File: src/hdl/sfl_ram.sv
`timescale 1ns / 1ps
`default_nettype none

module sfl_ram #(
  parameter int WIDTH = 8,
  parameter int DEPTH = 256
) (
  input  wire logic                     clk,
  input  wire logic                     we,
  input  wire logic [$clog2(DEPTH)-1:0] waddr,
  input  wire logic [WIDTH-1:0]         wdata,
  input  wire logic [$clog2(DEPTH)-1:0] raddr,
  output      logic [WIDTH-1:0]         rdata
);

  logic [WIDTH-1:0] mem [DEPTH];

  // Read returns the old contents when the same entry is written in that cycle.
  always_ff @(posedge clk) begin
    if (we) begin
      mem[waddr] <= wdata;
    end
    rdata <= mem[raddr];
  end

endmodule

`default_nettype wire

File: config.mk
export PLATFORM = sky130hd
export DESIGN_NAME = sfl_ram
export DESIGN_NICKNAME = d
export VERILOG_FILES = /design/src/hdl/sfl_ram.sv
export SDC_FILE = /design/constraint.sdc
export NUM_CORES = 2
export LEC_CHECK = 0
export BUFFER_PORTS_ARGS = -buffer_cell sky130_fd_sc_hd__clkbuf_2
export CORE_MARGIN = 8
export CORE_UTILIZATION = 25
export DETAILED_ROUTE_END_ITERATION = 6
export PLACE_DENSITY = 0.37
export SLEW_MARGIN = 10
export SYNTH_ARGS = -nofsm -noshare
export SYNTH_HDL_FRONTEND = slang
export SYNTH_SLANG_ARGS = --single-unit
File: constraint.sdc
create_clock -name clk -period 3.1 [get_ports clk]
set_input_delay 0.155 -clock clk [delete_from_list [all_inputs] [get_ports clk]]
set_output_delay 0.155 -clock clk [all_outputs]
set_load 0.1 [all_outputs]
==> impl_metrics.ini <==
[drt]
via_count = 39730
drt-total-wl_mm = 245.6
first_iter_violations = 3213
antenna_left = 0
wl_per_cell_um = 28.24
drt-pass1-iter-count = 7
routed_via_density = 4.567
drcViolationCount = 0

[global_routing]
grt_max_degree = 104
grt_pass1_vias = 41230
antenna_found_initial = 20
grt_overflow = 0
grt_usage = 0.1420
grt_pass1_wl_mm = 342.3

[layout]
final_cell_area_um2 = 96000
final_net_count = 4349
area_growth_pct = 20.67
stdcell_count = 8699
drive_gt1_frac = 0.3063
n_fill_cell = 30730

[placement]
gp_congestion = 0.7470
place_area_um2 = 88590
io_buffers = 33
hpwl_mm = 157.5
place_inst = 8254

[min_path]
hp-class = input port to flip-flop

[clock_tree]
cts_tree = done
clockBufferDepth = 4
numCtsBuffers = 234
cts-htree-levels = 4
cts-root-buf = clkbuf_16
clk_latency_ns = 0.89
cts.sinks = 2056
clk_pin_slew_ns = 0.06

[timing]
skew_ns = 0.05607
rsz0062_at_grt = no
setup_viol = 0
hold_viol = 0
post-route-min-period_ns = 2.878
drv_slew = 0
post-route-period-util = 0.9285
whs_ns = 0.08213
worstMarginPinSlew_ns = 1.181
max-slew-margin-rel = 0.2014
fmax_mhz = 347.4

[synthesis]
synth_xor_area_frac = 0
synthArstFlopShare = 0
synth_top_family_by_area = multiplexers
ys_ff_latch = 2056
ys_warn_count = 0
synthFlopType = edfxtp_1
synth_compound_gate_area_share = 0.03419
syn_area_um2 = 79560
synth_edf_count = 2048
ys_types = 55
synth_adder_area_share = 0
synth.avg_cell_area_um2 = 21.31
synth_mux_area_frac = 0.1462
synth_seq_area_share = 0.7750
syn_inst = 3733
synth-simple-area-share = 0.02628
synth_fp_nets = 3759

[critical_path]
worstPathRequired_ns = 3.82
cp.arrival_ns = 3.59
cp_max_fo = 1
worst_setup_path_end_kind = flip-flop
cp-start-kind = flip-flop
path_class = flip-flop to flip-flop

[die]
die_w_um = 580.1
die_area_um2 = 336500
coreArea_um2 = 317300
io_pins = 34
std_cell_rows = 207
die_h_um = 580.1
initial_core_util = 0.2508

[pwr]
power_density_nw_per_um2 = 632.3
p_total_w = 0.06070
vdd_drop_max_mv = 0.4838
power_leakage_nw = 30.12

[run]
maxCapViolCount = 0

[outcome]
outcome = complete, no violations
-- cell type report --
type | count | area, µm² | share of cell area
multi-input combinational | 1442 | 16580 | 0.1727
clock buffer | 296 | 6181 | 0.06438
tap | 4180 | 5230 | 0.05448
timing repair buffer | 587 | 5250 | 0.05469
clock inverter | 129 | 1077 | 0.01122
inverter | 2 | 7.507 | 0.00007820
sequential | 2056 | 61660 | 0.6423
antenna | 7 | 17.52 | 0.0001825
-- synth_stat cells, types with 24 or more instances --
cell	count	area [µm²]
a21oi_1	96	480.5
a22oi_1	133	998.5
buf_2	31	155.2
buf_4	27	202.7
clkbuf_1	111	416.7
edfxtp_1	2048	61500
mux2i_1	134	1341
mux4_2	454	10220
nand2_1	33	123.9
nand3_1	34	170.2
nor2_1	282	1059
nor2b_1	31	193.9
nor4_1	24	150.1
o221ai_1	46	402.9
o22ai_1	28	175.2
-- layer usage --
| layer | vias to the layer above | part of all wire | wire, µm | track usage |
|---|---|---|---|---|
| met1 | 21610 | 0.46 | 113300 | 0.2016 |
| met2 | 923 | 0.48 | 117900 | 0.2335 |
| met3 | 269 | 0.041 | 10100 | 0.01920 |
| met5 | - | 0 | 0 | 0 |
| met4 | 0 | 0.018 | 4377 | 0.02796 |
| li1 | 16920 | - | - | - |
-- logic make-up (layout without fill, tap and decap cells) --
logic type,count (synthesis),in the layout
other,0,7
buffers and inverters,235,1014
AOI/OAI and AO/OA,385,385
muxes,591,591
and+or+nand+nor,466,466
DFF,2056,2056
-- stage by stage --
| stage | util | setup slack, ns | TNS, ns |
|---|---|---|---|
| final | 0.3026 | 0.2215 | 0 |
| after global routing | 0.3026 | 0.1267 | 0 |
| after CTS | 0.3025 | 0.08743 | 0 |
| after detailed placement | 0.2792 | -0.5412 | -1.957 |
| after global placement | 0.2792 | -0.7257 | -3.284 |
| after floorplan | - | 1.007 | 0 |
-- report_power, final --
part	switching, W	internal [W]	leakage [nW]
clock	0.0112	0.0153	3.56
combinational	0.00222	0.00117	8.09
sequential	0.0000725	0.0306	18.5
total	0.0135	0.0472	30.1
-- state kept, by name, summed over array words and instances (netlist names) --
| signal | cells |
|---|---|
| mem | 2048 |
| rdata | 8 |
-- worst max-delay path: stages, from the launching register on --
cell and delay (ns):
edfxtp_1 0.36, mux4_2 0.50, mux4_2 0.57, nor2b_1 0.22, nor4_1 0.79, buf_4 0.24
nor4_2 0.04
-- final timing paths --
check	endpoint	slack (ns)	start	cells after the start
worst max register to register	rdata[2]$_DFF_P_	0.22	mem[65][2]$_DFFE_PP_	6
worst max-delay path	rdata[2]$_DFF_P_	0.22	mem[65][2]$_DFFE_PP_	6
worst min-delay path	mem[237][5]$_DFFE_PP_	0.08	waddr[7]	4
worst min register to register	rdata[5]$_DFF_P_	1.10	mem[33][5]$_DFFE_PP_	7
-- what timing repair did --
action | CTS | global route
gates resized for setup | 1 | 0
hold buffers | 13 | 0
endpoints found under the hold margin | 791 | 0
buffers inserted | 0 | 0
endpoints found under the setup margin | 1 | 0
-- cell usage in the layout, fill, tap and decap left out, types with 9 or more instances in the layout --
cell type and instances:
bufinv_16 16, a21oi_1 96, nand4_1 10, clkinv_1 55
o22ai_1 28, nor2b_1 28, a211oi_1 16, clkbuf_1 55
buf_12 63, nor3_1 20, o21ai_0 10, nor4_1 19
a221oi_1 13, buf_8 10, mux4_2 454, clkbuf_2 20
o221ai_1 46, clkinv_2 47, edfxtp_1 2048, clkbuf_16 236
nor2_1 279, o211ai_1 10, nand2_1 33, nand3_2 9
mux2i_1 134, a22oi_1 133, dlygate4sd3_1 13, nand3_1 25
buf_4 480
No activity file was read; power rests on OpenSTA's default activity.
