--- config.mk ---
export PLATFORM = sky130hd
export DESIGN_NAME = sfl_outq
export DESIGN_NICKNAME = d
export VERILOG_FILES = /design/src/hdl/sfl_pkg.sv /design/src/hdl/sfl_outq.sv
export SDC_FILE = /design/constraint.sdc
export NUM_CORES = 1
export LEC_CHECK = 0
export BUFFER_PORTS_ARGS = -buffer_cell sky130_fd_sc_hd__buf_2
export CAP_MARGIN = 30
export CORE_ASPECT_RATIO = 1.5
export CORE_UTILIZATION = 45
export CTS_CLUSTER_DIAMETER = 120
export CTS_CLUSTER_SIZE = 20
export DETAILED_ROUTE_END_ITERATION = 6
export RECOVER_POWER = 50
export SYNTH_ARGS = -nofsm -noshare
export SYNTH_HDL_FRONTEND = slang
export SYNTH_SLANG_ARGS = --single-unit
--- constraint.sdc ---
create_clock -name clk -period 5.4 [get_ports clk]
set_input_delay 0.81 -clock clk [delete_from_list [all_inputs] [get_ports clk]]
set_output_delay 0.81 -clock clk [all_outputs]
set_load 0.01 [all_outputs]
--- src/hdl/sfl_pkg.sv ---
`timescale 1ns / 1ps
`default_nettype none

package sfl_pkg;

  // Ring and sample geometry
  localparam int ADDR_W      = 15;
  localparam int DEPTH       = 1 << ADDR_W;
  localparam int FILL_W      = ADDR_W + 1;
  localparam int SAMPLE_BITS = 16;
  localparam int SUM_W       = SAMPLE_BITS + 1;
  localparam int OUT_W       = SAMPLE_BITS + 1;

  // Oscillator
  localparam int PHASE_BITS  = 24;
  localparam int SINE_BITS   = 10;
  localparam int SINE_POINTS = 1 << SINE_BITS;
  localparam int QTR_POINTS  = SINE_POINTS / 4 + 1;
  localparam int QTR_W       = SINE_BITS - 1;
  localparam int MAG_W       = 15;
  localparam int FACTOR_W    = MAG_W + 1;
  localparam longint unsigned PHASE_RESET =
    ((64'd1 << PHASE_BITS) * 64'd5 + 64'd500) / 64'd1000;

  // Configuration registers
  localparam int CFG_IDX_W  = 2;
  localparam int CFG_DATA_W = 20;
  localparam int BASE_W     = 14;
  localparam int STEP_W     = 20;
  localparam logic [BASE_W-1:0] BASE_RESET = BASE_W'(8820);
  localparam logic [STEP_W-1:0] STEP_RESET = STEP_W'(34);

  typedef enum logic [CFG_IDX_W-1:0] {
    REG_ENABLE = 2'd0,
    REG_BASE   = 2'd1,
    REG_STEP   = 2'd2
  } cfg_reg_t;

  // Delay arithmetic
  localparam int PROD_W     = BASE_W + FACTOR_W;
  localparam int RND_W      = PROD_W + 1;
  localparam int FRAC_W     = 15;
  localparam int DLY_W      = RND_W - FRAC_W;
  localparam int ROUND_HALF = 1 << (FRAC_W - 1);

  // Output queue
  localparam int OUTQ_DEPTH = 4;
  localparam int OUTQ_PTR_W = 2;
  localparam int OUTQ_CNT_W = OUTQ_PTR_W + 1;

  typedef struct packed {
    logic signed [OUT_W-1:0] left;
    logic signed [OUT_W-1:0] right;
  } frame_t;

  typedef logic [MAG_W-1:0] sine_tab_t [QTR_POINTS];

  // One quarter-wave sine magnitude in Q1.15, by a fixed Taylor series in Q30.
  function automatic logic [MAG_W-1:0] sine_mag(input int unsigned k);
    logic [63:0]        p;
    logic [63:0]        x;
    logic [63:0]        x2;
    logic [63:0]        term;
    logic [63:0]        v;
    logic signed [63:0] acc;
    p    = 64'(k) << (32 - SINE_BITS);
    x    = (p * 64'd1686629713) >> 30;
    x2   = (x * x) >> 30;
    term = x;
    acc  = signed'(x);
    term = ((term * x2) >> 30) / 64'd6;
    acc  = acc - signed'(term);
    term = ((term * x2) >> 30) / 64'd20;
    acc  = acc + signed'(term);
    term = ((term * x2) >> 30) / 64'd42;
    acc  = acc - signed'(term);
    term = ((term * x2) >> 30) / 64'd72;
    acc  = acc + signed'(term);
    term = ((term * x2) >> 30) / 64'd110;
    acc  = acc - signed'(term);
    term = ((term * x2) >> 30) / 64'd156;
    acc  = acc + signed'(term);
    if (acc < 0) begin
      acc = 64'sd0;
    end
    v = (unsigned'(acc) * 64'd32767 + 64'd536870912) >> 30;
    if (v > 64'd32767) begin
      v = 64'd32767;
    end
    return v[MAG_W-1:0];
  endfunction

  function automatic sine_tab_t build_sine_tab();
    sine_tab_t tab;
    for (int k = 0; k < QTR_POINTS; k++) begin
      tab[k] = sine_mag(k);
    end
    return tab;
  endfunction

  localparam sine_tab_t SINE_TAB = build_sine_tab();

endpackage

`default_nettype wire

--- src/hdl/sfl_outq.sv ---
`timescale 1ns / 1ps
`default_nettype none

module sfl_outq (
  input  wire logic            clk,
  input  wire logic            rst_n,
  input  wire logic            push,
  input  wire sfl_pkg::frame_t push_frame,
  input  wire logic            pop,
  output      logic            valid,
  output      sfl_pkg::frame_t head
);

  import sfl_pkg::*;

  frame_t                mem_r [OUTQ_DEPTH];
  logic [OUTQ_PTR_W-1:0] wr_ptr_r;
  logic [OUTQ_PTR_W-1:0] rd_ptr_r;
  logic [OUTQ_CNT_W-1:0] count_r;
  logic [OUTQ_CNT_W-1:0] count_nxt;

  always_comb begin
    count_nxt = count_r;
    if (push && !pop) begin
      count_nxt = count_r + OUTQ_CNT_W'(1);
    end else if (pop && !push) begin
      count_nxt = count_r - OUTQ_CNT_W'(1);
    end
  end

  always_ff @(posedge clk) begin
    if (!rst_n) begin
      wr_ptr_r <= '0;
      rd_ptr_r <= '0;
      count_r  <= '0;
    end else begin
      if (push) begin
        wr_ptr_r <= wr_ptr_r + OUTQ_PTR_W'(1);
      end
      if (pop) begin
        rd_ptr_r <= rd_ptr_r + OUTQ_PTR_W'(1);
      end
      count_r <= count_nxt;
    end
  end

  always_ff @(posedge clk) begin
    if (push) begin
      mem_r[wr_ptr_r] <= push_frame;
    end
  end

  assign valid = (count_r != '0);
  assign head  = mem_r[rd_ptr_r];

endmodule

`default_nettype wire

==> results of run 1 <==
## final cells by class
class / instances / area (um2)
Tap cell: 150 / 188
Multi-Input combinational cell: 63 / 1030
Sequential cell: 145 / 4270
Fill cell: 880 / 5170
Inverter: 4 / 15.0
Clock buffer: 19 / 433
Clock inverter: 13 / 168
Timing Repair Buffer: 73 / 323
## metal layers
metal / part of all wire (%) / wire length (um)
met2: 54 / 4770
met1: 40 / 3520
met3: 3.4 / 299
met5: 0.16 / 14
met4: 1.8 / 158
## synthesized netlist by cell type (3+ instances only)
library cell,instances
xor2_1,3
inv_1,4
dfxtp_1,9
mux4_2,30
edfxtp_1,136
mux4_1,4
buf_12,3
ha_1,5
and2_1,9
buf_2,3
## state kept, by name, indices dropped and copies added (netlist names), named ones only
signal	flops
count_r	3
mem_r	136
rd_ptr_r	2
wr_ptr_r	2
## critical path, delay by kind of cell (launching register included)
kind / cells / cell delay (ns)
buf+inv: 2 / 0.65
flops: 1 / 0.63
mux: 1 / 0.61
## cells by family (layout without fill, tap and decap cells)
kind of cell / Yosys count / after routing / share of synthesized area [%]
AO/OA/AOI/OAI: 2 / 2 / 0.232
flip-flops: 145 / 145 / 79.1
XOR/XNOR: 5 / 5 / 0.812
buffers and inverters: 12 / 109 / 1.95
AND/OR/NAND/NOR: 14 / 14 / 1.58
multiplexers: 36 / 36 / 14.8
adder cells (fa/ha/maj): 6 / 6 / 1.53
## metrics by stage
stage | worst slack (ns) | cell area [um2] | total power, mW
finish | 2.27 | 6420 | 2.71
global route | 2.08 | 6420 | 2.81
CTS | 2.20 | 6470 | 2.75
detailed placement | 2.64 | 5870 | 1.57
global placement | 2.66 | 5870 | 1.56
floorplan | 3.31 | 5390 | 1.48
## power breakdown
part	internal [mW]	switching, mW
Combinational	0.105	0.108
Clock	0.764	0.415
Sequential	1.29	0.0289
## worst paths after layout
kind | from | to | slack, ns | depth (start not counted)
setup / recovery | flip-flop | head[33] | 2.27 | 3
hold / removal | count_r[2] | count_r[2] | 0.50 | 2
setup reg to reg | wr_ptr_r[1] | mem_r[1][17] | 2.56 | 3
hold reg to reg | count_r[2] | count_r[2] | 0.50 | 2
==> metrics.csv, run 1 <==
metric;value;unit
status;finished with violations;
violations;max-capacitance violations, max-slew violations;
drive_above_1_share;30.9;%
dp.cells;435;
dieArea;0.0124;mm2
tightest_slew;2.52;ns
timing.final.max_slew_violations;35;
busiest_layer;met2;
worst-setup-path-type;reg2out;
htreeDepth;4;
area_growth;19.0;%
final_common_cell;edfxtp_1;
power.leakage;2.12;nW
core-area;0.0116;mm2
nNetsFinal;348;
firstDrtPassIters;4;
powerDensity;422;mW/mm2
globalRouteMet3Util;5.26;%
crit_path_end_kind;output pin;
use_met2;26.6;%
place_congestion;0.652;
clockBufferDepth;2;
rsz0062_at_grt;no;
grt_max_degree;35;
antenna_found_initial;1;
drt-initial-drc-count;150;
synth_nets;264;
floorplan.rows;48;
ys_seq_area_share;79.1;%
max_slew_margin;-67.8;%
critPathMaxStageDelay;0.63;ns
syn_area_per_cell;24.5;um2
crit_path_start_kind;flip-flop;
synth_top_area_share;75.7;%
netlist_area;0.00539;mm2
post_cts_resized;0;
grt.overflow.total;0;
cts.sinks;145;
setup_viol;0;
yosysWarnings;0;
mostFrequentLayoutCells;edfxtp_1, clkbuf_1, buf_2;
grt_pass1_wl;14.0;mm
min_period_over_period;57.9;%
hpwl;5.11;mm
numCtsBuffers;17;
cp.required;4.59;ns
clk_latency;0.40;ns
cp_max_fo;22;
hp-class;reg2reg;
grt_use_met1;18.5;%
synthFlopType;edfxtp_1;
cts_tree;built;
grt_pass1_vias;2582;
cp_cell_sequence;buf_4 > mux4_1 > buf_2;
ctsRootBufferMaster;clkbuf_16;
max_freq;0.320;GHz
drc;0;
synth_top_area_cell;edfxtp_1;
die_height;136;um
port_buffers;72;
ys_top_cells_by_area;edfxtp_1, mux4_2, dfxtp_1;
die_x;91.4;um
max-vdd-ir-drop;0.000242;V
utilization;55.4;%
synth_cells;220;
routedWlPerCell;18.8;um
wl;8.76;mm
avgViaCountPerCell;5.09;
via_count;2379;
antenna_left;0;
ys_types;20;
layout.cells.non_filler;467;
fin_tns_setup;0;ns
period_needed;3.13;ns
cts_setup_buffers;0;
skew;0.00483;ns
hold_viol;0;
crit_path_top_delay_cell;dfxtp_2;
clk_pin_slew_worst_paths;0.06;ns
hold_buffers;0;
synth_edf_count;136;
cap_violations;1;
antennaDiodeCount;0;
hold-worst-slack;0.500;ns
pin_count;73;
yosys_register_bits;145;
grt_usage;15.7;%
arrival;2.32;ns
start_util;46.5;%
synthArstFlopShare;0;%
No activity file was read; power rests on OpenSTA's default activity.
==> run 2, diff against run 1 <==
--- a/config.mk
+++ b/config.mk
@@ -12,6 +12,7 @@
 export CTS_CLUSTER_DIAMETER = 120
 export CTS_CLUSTER_SIZE = 20
 export DETAILED_ROUTE_END_ITERATION = 6
+export PLACE_DENSITY = 0.67
 export RECOVER_POWER = 50
 export SYNTH_ARGS = -nofsm -noshare
 export SYNTH_HDL_FRONTEND = slang
==> constraint.sdc (replaced) <==
create_clock -name clk -period 2.85 [get_ports clk]
set_input_delay 0.4275 -clock clk [delete_from_list [all_inputs] [get_ports clk]]
set_output_delay 0.4275 -clock clk [all_outputs]
set_load 0.01 [all_outputs]
==> metrics.csv, run 2 (synthesis results as in run 1) <==
metric;value;unit;change
hp-class;in2reg;;
cts_setup_buffers;0;;unchanged
switching_power;1.03;mW;+87%
reg2reg_depth;4;;+1
cp_max_fo;28;;+27%
fill_cells;866;;-1.6%
setup_viol;0;;unchanged
timing.final.max_slew_violations;0;;-100%
ctsRootBufferMaster;clkbuf_16;;
floorplan.rows;48;;unchanged
crit_path_start_kind;flip-flop;;
max_slew_margin;24.7;%;+92 points
pin_count;73;;unchanged
skew;0.00378;ns;-0.00106 ns
largest_register;mem_r;;
fin_tns_setup;0;ns;unchanged
clockPowerShare;43.0;%;-0.5 points
drt-initial-drc-count;145;;-3.3%
start_util;46.5;%;unchanged
hold_viol;0;;unchanged
port_buffers;72;;unchanged
dpl_worst_slack;0.840;ns;-1.80 ns
place_congestion;0.659;;+1.1%
cts.sinks;145;;unchanged
hold-worst-slack;0.282;ns;-0.218 ns
antenna_left;0;;unchanged
via_count;2446;;+2.8%
antennaDiodeCount;0;;unchanged
grt.overflow.total;0;;unchanged
antenna_found_initial;0;;-1
crit_family;multiplexers;;
rsz0062_at_grt;no;;
timing.critical_path.to;head[24];;
firstDrtPassIters;4;;unchanged
design_area;0.00650;mm2;+1.3%
top_layer_used;met4;;
r2r-start;wr_ptr_r[0];;
pwr-share-comb;8.6;%;+0.8 points
mostFrequentLayoutCells;edfxtp_1, buf_2, clkbuf_1;;
max-vdd-ir-drop;0.000530;V;+120%
numCtsBuffers;17;;unchanged
power;5.14;mW;+89%
cp.depth;3;;unchanged
cp_cell_sequence;buf_12 > mux4_1 > buf_2;;
arrival;1.99;ns;-0.33 ns
period_needed;2.41;ns;
register_area;0.00427;mm2;unchanged
path_buf_inv;2;;unchanged
swShare;20.1;%;-0.21 points
r2r_slack;0.72;ns;-1.84 ns
core-area;0.0116;mm2;unchanged
crit_path_top_delay_cell;mux4_1;;
wl_met1;3.38;mm;-3.9%
placed_area;0.00595;mm2;+1.5%
power.internal;4.10;mW;+90%
hpwl;5.62;mm;+10%
worst_slack;0.437;ns;-1.84 ns
p_seq_share;48.4;%;-0.3 points
routedWlPerCell;18.8;um;about the same
area_growth;20.6;%;
nNetsFinal;356;;+2.3%
largest_reg_flops;136;;unchanged
grt_max_degree;30;;-14%
max_freq;0.414;GHz;
post_cts_resized;0;;unchanged
critPathMaxStageDelay;0.63;ns;about the same
power.leakage;2.18;nW;+2.9%
wl_met3;519;um;+74%
die_height;136;um;unchanged
drive_above_1_share;32.7;%;+1.8 points
grt_pass1_wl;13.8;mm;-1.3%
cap_violations;0;;-1
min_period_over_period;84.7;%;
die_x;91.4;um;unchanged
final_common_cell;edfxtp_1;;
wl;8.90;mm;+1.5%
grt_pass1_vias;2604;;+0.85%
clk_pin_slew_worst_paths;0.05;ns;about the same
grt_usage;15.5;%;-0.29 points
drc;0;;unchanged
cts_tree;built;;
clockBufferDepth;2;;unchanged
htreeDepth;4;;unchanged
cp.required;2.42;ns;-2.17 ns
worst-setup-path-type;reg2out;;
avgViaCountPerCell;5.16;;+1.3%
clk_latency;0.40;ns;about the same
multi_input_area;0.00103;mm2;-0.24%
tightest_slew;1.13;ns;-1.39 ns
status;finished clean;;
largestRegisters;mem_r (136), count_r (3);;
powerDensity;790;mW/mm2;+87%
crit_path_end_kind;output pin;;
dieArea;0.0124;mm2;unchanged
wl_met2;4.84;mm;+1.4%
hold_buffers;0;;unchanged
r2r-end;mem_r[0][29];;
## run 2: cell count changes in the layout (fill, tap and decap cells not counted), moves of 2 or more
cell,previous run,this run
clkinv_4,0,2
clkbuf_1,38,36
and2_2,3,1
buf_4,1,7
and2_0,4,7
clkinv_2,2,4
buf_12,0,2
clkinvlp_4,3,0
## run 2: worst min path at each step
stage                               to  cells past startpoint  slack, ns      startpoint
after global routing       mem_r[0][4]                      1       0.27   push_frame[4]
final                     mem_r[0][15]                      1       0.28  push_frame[15]
after detailed placement    count_r[2]                      2       0.51      count_r[2]
after global placement      count_r[2]                      2       0.47      count_r[2]
after floorplan             count_r[2]                      2       0.46      count_r[2]
after CTS                 mem_r[0][11]                      1       0.22  push_frame[11]
## run 2: layout make-up
| class | instances | share of cell area (%) |
|---|---|---|
| Sequential cell | 145 | 65.6 |
| Multi-Input combinational cell | 63 | 15.8 |
| Clock buffer | 18 | 6.60 |
| Timing Repair Buffer | 81 | 6.29 |
| Tap cell | 150 | 2.89 |
| Clock inverter | 13 | 2.60 |
| Inverter | 4 | 0.231 |
## run 2: power groups by stage
stage / Clock [mW] / Combinational, mW / Sequential, mW
6_report: 2.21 / 0.444 / 2.49
2_1_floorplan: 0 / 0.298 / 2.51
3_5_place_dp: 0 / 0.463 / 2.53
5_1_grt: 2.33 / 0.484 / 2.50
4_1_cts: 2.24 / 0.465 / 2.49
3_3_place_gp: 0 / 0.455 / 2.52
## run 2: per-stage QoR
| step | std cells | util, % |
|---|---|---|
| floorplan | 220 | - |
| global placement | 443 | 51.3 |
| detailed placement | 443 | 51.3 |
| CTS | 474 | 56.5 |
| global route | 474 | 56.1 |
| finish | 474 | 56.1 |
## run 2: metal layers
metal	vias up	track usage (%)
li1	1102	-
met1	1252	17.6
met2	79	26.7
met3	13	5.43
met4	0	5.82
met5	-	0
==> run 3, diff against run 2 <==
--- a/config.mk
+++ b/config.mk
@@ -5,6 +5,7 @@
 export SDC_FILE = /design/constraint.sdc
 export NUM_CORES = 1
 export LEC_CHECK = 0
+export ABC_AREA = 1
 export BUFFER_PORTS_ARGS = -buffer_cell sky130_fd_sc_hd__buf_2
 export CAP_MARGIN = 30
 export CORE_ASPECT_RATIO = 1.5
@@ -12,7 +13,6 @@
 export CTS_CLUSTER_DIAMETER = 120
 export CTS_CLUSTER_SIZE = 20
 export DETAILED_ROUTE_END_ITERATION = 6
-export PLACE_DENSITY = 0.67
 export RECOVER_POWER = 50
 export SYNTH_ARGS = -nofsm -noshare
 export SYNTH_HDL_FRONTEND = slang
==> constraint.sdc (replaced) <==
create_clock -name clk -period 2.45 [get_ports clk]
set_input_delay 0.3675 -clock clk [delete_from_list [all_inputs] [get_ports clk]]
set_output_delay 0.3675 -clock clk [all_outputs]
set_load 0.01 [all_outputs]
==> metrics.csv, run 3 <==
metric;value;unit;change
core-area;0.0121;mm2;+4.7%
grt_pass1_wl;17.3;mm;+26%
mostFrequentLayoutCells;edfxtp_1, o21ai_0, nor2_1;;
hold_end;mem_r[2][7];;
min-delay-start;push_frame[7];;
cts_tree;built;;
arrival;1.85;ns;-0.14 ns
port_buffers;72;;unchanged
firstDrtPassIters;4;;unchanged
setup_viol;0;;unchanged
power.leakage;2.33;nW;+6.4%
synthMostInstantiatedCell;edfxtp_1;;
floorplan.rows;49;;+2.1%
reg2reg_depth;4;;unchanged
cts.sinks;145;;unchanged
drive_above_1_share;24.5;%;-8.2 points
synth_top_area_cell;edfxtp_1;;
worst_slack;0.228;ns;-0.208 ns
via_count;3281;;+34%
netlist_area;0.00569;mm2;+5.5%
wl;10.9;mm;+22%
synthArstFlopShare;0;%;unchanged
antenna_found_initial;0;;unchanged
antennaDiodeCount;0;;unchanged
status;finished clean;;
clockBufferDepth;2;;unchanged
place_congestion;0.710;;+7.8%
power;5.98;mW;+16%
crit_path_end_kind;output pin;;
hp-class;in2reg;;
cp.required;2.08;ns;-0.34 ns
grt_max_degree;69;;+130%
worst-setup-path-type;reg2out;;
cp_max_fo;54;;+93%
routedWlPerCell;17.2;um;-8.2%
r2r_slack;0.78;ns;+0.06 ns
powerDensity;889;mW/mm2;+13%
ys_top_cells_by_count;edfxtp_1, o21ai_0, nor2_1;;
largest_reg_flops;136;;unchanged
max_freq;0.450;GHz;
path_buf_inv;2;;unchanged
tightest_slew;0.900;ns;-0.230 ns
period_needed;2.22;ns;
crit_path_top_delay_cell;dfxtp_2;;
die_height;140;um;+2.6%
hpwl;6.19;mm;+10%
min_period_over_period;90.7;%;
fill_cells;1023;;+18%
pin_count;73;;unchanged
syn_area_per_cell;14.7;um2;-40%
htreeDepth;4;;unchanged
cp_cell_sequence;buf_12 > o21ai_0 > o22ai_1 > buf_2;;
synth_cells;387;;+76%
hold_buffers;0;;unchanged
drt-initial-drc-count;190;;+31%
clk_latency;0.41;ns;about the same
max-vdd-ir-drop;0.000605;V;+14%
avgViaCountPerCell;5.21;;+0.92%
dieArea;0.0131;mm2;+5.4%
synthFlopType;edfxtp_1;;
utilization;55.4;%;-0.67 points
r2r-end;mem_r[3][16];;
grt_pass1_vias;3403;;+31%
antenna_left;0;;unchanged
nNetsFinal;510;;+43%
synth_nets;431;;+63%
crit_path_start_kind;flip-flop;;
dpl_worst_slack;0.656;ns;-0.184 ns
ys_types;22;;+10%
ys_seq_area_share;75.0;%;-4.1 points
critPathMaxStageDelay;0.54;ns;-0.09 ns
whs_path_depth;1;;unchanged
skew;0.00334;ns;-0.000438 ns
largestRegisters;mem_r (136), count_r (3);;
crit_family;flip-flops;;
synth_top_area_share;71.8;%;-3.9 points
timing.final.max_slew_violations;0;;unchanged
grt_usage;18.1;%;+2.6 points
cap_violations;0;;unchanged
rsz0062_at_grt;no;;
post_cts_resized;0;;unchanged
clk_pin_slew_worst_paths;0.06;ns;about the same
numCtsBuffers;17;;unchanged
area_growth;18.3;%;
yosysWarnings;0;;unchanged
ctsRootBufferMaster;clkbuf_16;;
drc;0;;unchanged
r2r-start;wr_ptr_r[1];;
synth_edf_count;136;;unchanged
cts_setup_buffers;0;;unchanged
grt.overflow.total;0;;unchanged
fin_tns_setup;0;ns;unchanged
start_util;46.9;%;+0.32 points
ys_top_cells_by_area;edfxtp_1, o21ai_0, o22ai_2;;
die_x;93.8;um;+2.6%
max_slew_margin;40.0;%;+15 points
largest_register;mem_r;;
hold_viol;0;;unchanged
final_common_cell;edfxtp_1;;
yosys_register_bits;145;;unchanged
## run 3: how the worst max path moves through the flow
stage | from | depth (start not counted) | to | slack [ns]
floorplan | wr_ptr_r[0] | 4 | mem_r[2][0] | 0.80
global placement | flip-flop | 4 | head[26] | 0.68
detailed placement | flip-flop | 4 | head[21] | 0.66
CTS | flip-flop | 4 | head[21] | 0.20
global route | flip-flop | 4 | head[13] | 0.08
finish | flip-flop | 4 | head[29] | 0.23
## run 3: kinds of logic after synthesis
family,after synthesis,share of synthesized area [%]
compound gates,112,12.8
buf+inv,38,4.16
fa+ha+maj,6,1.45
simple gates,86,6.62
flops,145,75.0
## run 3: final cells by class
class / count / area (um2) / area share, %
Timing Repair Buffer: 81 / 419 / 6.23
Sequential cell: 145 / 4270 / 63.4
Clock inverter: 12 / 168 / 2.49
Multi-Input combinational cell: 204 / 1190 / 17.6
Inverter: 17 / 68.8 / 1.02
Tap cell: 153 / 191 / 2.84
Clock buffer: 18 / 429 / 6.38
## run 3: metal layers
metal / up-vias / routed length, um / share of wire (%) / GRT usage [%]
met1: 1608 / 4470 / 41 / 20.9
met2: 80 / 5790 / 53 / 31.4
met4: 0 / 85 / 0.78 / 6.72
met5: - / 0 / 0 / 0
li1: 1589 / - / - / -
met3: 4 / 507 / 4.7 / 5.25
## run 3: metrics by stage
step / hold slack (ns) / instance area (um2) / std cells
floorplan: 0.412 / 5690 / 387
global placement: 0.437 / 6180 / 600
detailed placement: 0.439 / 6180 / 600
CTS: 0.147 / 6780 / 630
global route: 0.204 / 6730 / 630
finish: 0.212 / 6730 / 630
## run 3: power by group
group / switching [mW] / internal [mW]
combinational: 0.338 / 0.184
sequential: 0.0349 / 2.83
clock: 0.921 / 1.68
